## src/hw/rtl/assert_macros.svh

```systemverilog
// assertion helpers for irprop_plus_weight_update
// each macro expects clk and rst in scope
`ifndef ASSERT_MACROS_SVH
`define ASSERT_MACROS_SVH

// same-cycle implication
`define ASSERT_IMPL(label, ante, cons, msg) \
  label: assert property (@(posedge clk) disable iff (rst) (ante) |-> (cons)) \
    else $error(msg);

// next-cycle implication
`define ASSERT_NEXT(label, ante, cons, msg) \
  label: assert property (@(posedge clk) disable iff (rst) (ante) |=> (cons)) \
    else $error(msg);

`endif

```

## src/hw/rtl/irpp_pkg.sv

```systemverilog
`default_nettype none

package irpp_pkg;

  // weight table size
  localparam int NUM_WEIGHTS = 4096;
  localparam int ADDR_W      = (NUM_WEIGHTS > 1) ? $clog2(NUM_WEIGHTS) : 1;

  // field widths
  localparam int OP_W      = 2;
  localparam int INDEX_W   = 12;
  localparam int DATA_W    = 32;
  localparam int STEP_W    = 31;
  localparam int FACTOR_W  = 16;
  localparam int ERR_W     = 48;
  localparam int REG_IDX_W = 3;
  localparam int CFG_W     = 31;

  // fraction bits of the scale factors
  localparam int FACTOR_FRAC = 14;

  localparam logic [STEP_W-1:0] STEP_MAX = {STEP_W{1'b1}};

  // operation codes of an input word
  typedef enum logic [OP_W-1:0] {
    OP_SLOPE     = 2'd0,
    OP_UPDATE    = 2'd1,
    OP_END_BATCH = 2'd2
  } op_t;

  // stored gradient sign
  typedef enum logic [1:0] {
    SIGN_NONE = 2'd0,
    SIGN_POS  = 2'd1,
    SIGN_NEG  = 2'd2
  } sign_t;

  // configuration register indexes
  localparam logic [REG_IDX_W-1:0] REG_GROW_FACTOR   = 3'd0;
  localparam logic [REG_IDX_W-1:0] REG_SHRINK_FACTOR = 3'd1;
  localparam logic [REG_IDX_W-1:0] REG_MAX_STEP      = 3'd2;
  localparam logic [REG_IDX_W-1:0] REG_MIN_STEP      = 3'd3;
  localparam logic [REG_IDX_W-1:0] REG_INITIAL_STEP  = 3'd4;

  // configuration register reset values
  localparam logic [FACTOR_W-1:0] GROW_FACTOR_RST   = 16'd19661;
  localparam logic [FACTOR_W-1:0] SHRINK_FACTOR_RST = 16'd8192;
  localparam logic [STEP_W-1:0]   MAX_STEP_RST      = 31'd3276800;
  localparam logic [STEP_W-1:0]   MIN_STEP_RST      = 31'd1;
  localparam logic [STEP_W-1:0]   INITIAL_STEP_RST  = 31'd6554;

  typedef struct packed {
    logic [FACTOR_W-1:0] grow_factor;
    logic [FACTOR_W-1:0] shrink_factor;
    logic [STEP_W-1:0]   max_step;
    logic [STEP_W-1:0]   min_step;
    logic [STEP_W-1:0]   initial_step;
  } cfg_t;

  // one row of the per-weight table
  typedef struct packed {
    logic               seen;
    sign_t              sign;
    logic [STEP_W-1:0]  step;
    logic [DATA_W-1:0]  change;
  } row_t;

  // update result and case flags
  typedef struct packed {
    row_t              row;
    logic [DATA_W-1:0] weight;
    logic              grow;
    logic              shrink;
  } upd_t;

endpackage

`default_nettype wire

```

## src/hw/rtl/irpp_update.sv

```systemverilog
`default_nettype none

module irpp_update (
  input  irpp_pkg::cfg_t                cfg,
  input  irpp_pkg::row_t                row,
  input  logic [irpp_pkg::DATA_W-1:0]   value,
  input  logic [irpp_pkg::DATA_W-1:0]   weight_in,
  input  logic                          err_rose,
  output irpp_pkg::upd_t                upd
);
  import irpp_pkg::*;

  localparam int PROD_W = STEP_W + FACTOR_W;
  localparam int SCL_W  = PROD_W - FACTOR_FRAC;

  sign_t                    gs;
  logic                     grow;
  logic                     shrink;
  logic [STEP_W-1:0]        step_cur;
  logic [FACTOR_W-1:0]      factor;
  logic [PROD_W-1:0]        prod;
  logic [SCL_W-1:0]         scaled_wide;
  logic [STEP_W-1:0]        scaled;
  logic [STEP_W-1:0]        step_grow;
  logic [STEP_W-1:0]        step_shrink;
  logic [STEP_W-1:0]        step_new;
  logic signed [DATA_W-1:0] move;
  logic signed [DATA_W-1:0] addend;
  logic signed [DATA_W:0]   sum;

  // gradient sign and case selection
  always_comb begin
    if (value[DATA_W-1]) begin
      gs = SIGN_NEG;
    end else if (value != '0) begin
      gs = SIGN_POS;
    end else begin
      gs = SIGN_NONE;
    end
  end

  assign grow     = (gs != SIGN_NONE) && (row.sign == gs);
  assign shrink   = (gs != SIGN_NONE) && (row.sign != SIGN_NONE) && !grow;
  assign step_cur = row.seen ? row.step : cfg.initial_step;

  // step scaling, one shared multiplier, saturated to the step range
  assign factor      = grow ? cfg.grow_factor : cfg.shrink_factor;
  assign prod        = PROD_W'(step_cur) * PROD_W'(factor);
  assign scaled_wide = prod[PROD_W-1:FACTOR_FRAC];
  assign scaled      = (|scaled_wide[SCL_W-1:STEP_W]) ? STEP_MAX : scaled_wide[STEP_W-1:0];

  // clamps
  assign step_grow   = (scaled < cfg.max_step) ? scaled : cfg.max_step;
  assign step_shrink = (scaled > cfg.min_step) ? scaled : cfg.min_step;

  always_comb begin
    if (grow) begin
      step_new = step_grow;
    end else if (shrink) begin
      step_new = step_shrink;
    end else begin
      step_new = step_cur;
    end
  end

  // weight move in the direction of the gradient
  always_comb begin
    case (gs)
      SIGN_POS: move = $signed({1'b0, step_new});
      SIGN_NEG: move = -$signed({1'b0, step_new});
      default:  move = '0;
    endcase
  end

  // sign change: undo the last change only when the error rose
  always_comb begin
    if (shrink) begin
      addend = err_rose ? $signed(row.change) : '0;
    end else begin
      addend = move;
    end
  end

  assign sum = $signed({weight_in[DATA_W-1], weight_in}) + $signed({addend[DATA_W-1], addend});

  // saturated weight and new table row
  always_comb begin
    if (sum[DATA_W] != sum[DATA_W-1]) begin
      upd.weight = sum[DATA_W] ? {1'b1, {(DATA_W-1){1'b0}}} : {1'b0, {(DATA_W-1){1'b1}}};
    end else begin
      upd.weight = sum[DATA_W-1:0];
    end
    upd.row.seen   = 1'b1;
    upd.row.sign   = shrink ? SIGN_NONE : gs;
    upd.row.step   = step_new;
    upd.row.change = shrink ? row.change : DATA_W'(-move);
    upd.grow       = grow;
    upd.shrink     = shrink;
  end

endmodule

`default_nettype wire

```

## config.mk

```make
export PLATFORM = sky130hd
export DESIGN_NAME = irpp_update
export DESIGN_NICKNAME = d
export VERILOG_FILES = /design/src/hw/rtl/assert_macros.svh /design/src/hw/rtl/irpp_pkg.sv /design/src/hw/rtl/irpp_update.sv
export SDC_FILE = /design/constraint.sdc
export NUM_CORES = 2
export LEC_CHECK = 0
export BUFFER_PORTS_ARGS = -buffer_cell sky130_fd_sc_hd__buf_2
export CAP_MARGIN = 20
export CORE_ASPECT_RATIO = 1.2
export CORE_MARGIN = 2
export CORE_UTILIZATION = 30
export DETAILED_ROUTE_END_ITERATION = 10
export GPL_ROUTABILITY_DRIVEN = 0
export REMOVE_ABC_BUFFERS = 1
export SYNTH_ARGS = -nofsm -noshare
export SYNTH_HDL_FRONTEND = slang
export SYNTH_SLANG_ARGS = --single-unit
```

## constraint.sdc

```tcl
create_clock -name vclk -period 23.2
set_input_delay 3.48 -clock vclk [all_inputs]
set_output_delay 3.48 -clock vclk [all_outputs]
set_load 0.05 [all_outputs]
```

* After elaboration in Yosys (flattened, before gate mapping)
Cells that the tools add are included.
** Word-level totals
- Output and inout port bits :: 100
- Word-level logic and storage cells :: 34
- Bits in registers :: 0
- Input bits :: 256
** Cells by class
- Add/sub/neg operators :: 3
- Equal/unequal tests :: 4
- Multiply operators :: 1
- Reductions and logical operators :: 8
- $lt $le $gt $ge :: 2
- Muxes and demuxes :: 16
** Operators by type and width (number)
- 31-bit 2-to-1 mux :: 6
- 32-bit 2-to-1 mux :: 5
- 32-bit one-hot mux with 2 select lines :: 1
- 31-bit by 16-bit multiplier with 47-bit output :: 1
- 32-bit by 32-bit adder with 33-bit output :: 1
- 31-bit negator with 32-bit output :: 1
- 32-bit negator :: 1
- 32-bit nonzero test :: 1
- 31-bit > comparator :: 1
- 31-bit less-than comparator :: 1
- 16-bit 2-to-1 mux :: 1
- 2-bit 2-to-1 mux :: 2
- 2-bit nonzero test :: 2
- 1-bit logical AND :: 3
- 2-bit by 1-bit == test with 1-bit output (second input constant) :: 1
- 2-bit == test :: 1
- 2-bit == test (second input constant) :: 1
- 2-bit OR reduction :: 1
- 1-bit zero test :: 1
- 1-bit 2-to-1 mux :: 1
- 1-bit != test :: 1

* Depth between registers and ports, before layout
- Word-level depth :: 19
- Mapped depth :: 83
- Depth with buffers taken out :: 72

* Worst setup path after synthesis
OpenSTA, ideal clock, no wires.
- Path type :: input to output
- Start point :: input value[31] (netlist name)
- End point :: output upd[10] (netlist name)
- Slack :: -2515 ps
- Data required time :: 19720 ps
- Arrival :: 22235 ps
- Buffers on the path :: 12
- Stages on the path :: 78
- Cells stage by stage :: inv_1 -> nor2_1 -> nand2_1 -> and2_1 -> clkbuf_1 -> inv_1 -> clkbuf_1 -> buf_1 -> clkbuf_1 -> clkbuf_1 -> buf_1 -> nand2_1 -> nand2_1 -> clkbuf_1 -> nand2_1 -> fa_1 -> inv_1 -> fa_1 -> [... 42 more ...] -> a21boi_0 -> o21ai_0 -> a21boi_0 -> o21ai_0 -> a21boi_0 -> o31ai_1 -> a211o_1 -> nand4_1 -> nand2_1 -> o2111ai_1 -> nand3_1 -> a311oi_1 -> o21a_1 -> o21ai_0 -> and3_1 -> mux2_2 -> clkbuf_1 -> o31ai_1
** RTL lines
- start: declaration :: RTL line irpp_update.sv:6 : input logic [irpp_pkg::DATA_W-1:0] value,
- end: declaration :: RTL line irpp_update.sv:9 : output irpp_pkg::upd_t upd

==> run summary <==
outcome - finished, final reports clean
Hold Path Class - primary input to output pin
Starting Density - 30.3%
Pre-antenna DRT Iters - 6
initial antenna violation count - 23
Place WS - -773 ps
Mean Syn Cell Area - 7.60 um2
worst min-delay path endpoint - upd[97]
post-DP HPWL - 79600 um
CP Data Required Time - 19720 ps
Arr. time, crit path - 19240 ps
Syn. warnings - 0
WP buf/inv - 13
most used cell, CP - fa_1
fmax - 0.0440 GHz
Antenna Nets Post-Route - 0
Most Crowded Layer GR - met2
Max-Cap Viols - 0
Ports - 356
Adder-Cell Fraction of Synth Area - 46.2%
area growth from synthesis to layout - 21.4%
Die ar. - 79700 um2
critical path type - primary input to output pin
Die X - 258 um
Min-Delay Startpoint - row[64]
fin crit period - 22720 ps
area of the core - 76500 um2
Slew HR - 31.3%
GR Util met2 - 38.6%
most frequent cells in the layout - inv_1, nand2_1, fa_1
PortBufs - 355
setup TNS - 0 ps
Slew Limit Fails - 0
# hold bufs at CTS - 0
Synth Area in XOR/XNOR - 2.97%
Compound-Gate Fraction of Synth Area - 14.6%
slowest stage cell, crit path - or4_1
nets@finish - 4343
met3 GRT Util - 4.67%
Worst Setup End Kind - output pin
CP max FO - 19
Die Ht - 309 um
post-DR wirelength/cell - 21.1 um
Hold Path Stages - 3
most common cell after layout, fill and taps aside - inv_1
Seq/Total Area, Yosys - 0%
DRC - 0
Mapped Area - 23200 um2
Fin Hold WS - 7350 ps
Total Wirelength - 94900 um
Initial DRC Count - 1899
GRT Resource Usage Total - 23.0%
met1 Use GR - 29.0%
Setup violations, final - 0
Worst setup SP type - primary input
WP depth - 67
first-pass GRT wire length - 140000 um
vias in the first global route - 23600
Post-Synth Simple-Gate Area - 20.0%
Seq cells - 0
Overflow after GRT - 0
Hold Violations, Final - 0
Slew @ Worst Pin - 1020 ps
CP peak stage delay - 590 ps
via count - 23500
# rows - 111
final setup margin - 479 ps
share of cells above drive strength 1 - 20.6%
mux cell area share after synthesis - 4.95%
worst setup path start - value[16]
Filler cells - 8054
Syn Inst Count - 3057
Register Area - 0 um2
Layout clock buffers - 0
Synth cell types - 100
crit-path leading delay family - compound AO/OA/AOI/OAI gates
vias per cell - 5.23
largest net degree at the start of global routing - 115
largest family of logic cells by synthesized area - adder cells
fin crit share - 97.9%
[cells by family after synthesis]
family / count (synthesis)
compound gates: 494
simple gates: 1076
other cells: 1
xor+xnor: 77
mux: 109
fa+ha+maj: 616
buf+inv: 684
[worst max path at each step]
stage / to / slack [ps]
floorplan: upd[10] / -4070
global placement: upd[4] / -550
detailed placement: upd[4] / -770
CTS: upd[10] / 5
global route: upd[25] / -240
finish: upd[20] / 480
[per-layer routing]
| metal | up-vias | wire, um |
|---|---|---|
| met5 | - | 155 |
| met4 | 24 | 4470 |
| met3 | 247 | 8020 |
| met2 | 993 | 44700 |
| met1 | 11500 | 37500 |
| li1 | 10700 | - |
[through the flow]
stage                     instance area (um2)  std cells  utilization [%]
after CTS                               27100       4445             35.4
final                                   28200       4499             36.8
after detailed placement                27000       4443             35.3
after floorplan                         22700       2926                -
after global placement                  27000       4443             35.3
after global routing                    28200       4495             36.8
[cells in the mapped netlist (6+ instances only)]
cell type / n / area, um2
inv_1: 548 / 2060
nand2_1: 521 / 1960
fa_1: 404 / 8090
nor2_1: 285 / 1070
ha_1: 211 / 2640
o21ai_0: 117 / 586
clkbuf_1: 107 / 402
a21oi_1: 102 / 510
nand3_1: 86 / 430
mux2i_1: 66 / 661
a21o_1: 49 / 368
xnor2_1: 42 / 368
mux2_2: 37 / 417
nor3_1: 35 / 175
o31ai_1: 33 / 248
xor2_1: 33 / 289
nand4_1: 28 / 175
and2_1: 20 / 125
o21a_1: 19 / 143
nor4_1: 18 / 113
a31oi_1: 16 / 100
a211oi_1: 15 / 113
o41ai_1: 15 / 131
buf_1: 13 / 48.8
nand2b_1: 13 / 81.3
or3_1: 12 / 75.1
nor2b_1: 11 / 68.8
o21ai_1: 11 / 55.1
a21boi_0: 10 / 75.1
and3_1: 9 / 56.3
or4_1: 8 / 60.1
o211ai_1: 7 / 52.6
a22oi_1: 6 / 45.0
buf_2: 6 / 30.0
o21bai_1: 6 / 45.0
o32ai_1: 6 / 52.6
or2_2: 6 / 37.5
[timing repair]
action | 4_1_cts | 5_1_grt
cloned | 1 | 6
resized for setup | 26 | 156
pin swaps | 3 | 52
buffers inserted | 1 | 36
endpoints found under the setup margin | 32 | 32
[worst min-delay path: stages]
cell	delay [ps]
buf_2	110
nor3_1	60
buf_2	210
[layout make-up]
| cell class | count | area (um2) | share of cell area (%) |
|---|---|---|---|
| Antenna cell | 12 | 30.0 | 0.107 |
| Inverter | 553 | 2080 | 7.37 |
| Multi-Input combinational cell | 2376 | 21300 | 75.5 |
| Tap cell | 1017 | 1270 | 4.51 |
| Timing Repair Buffer | 541 | 3510 | 12.5 |
Power is not shown: default switching activity piles up to over one toggle a cycle in this logic, so the estimate is an artifact.
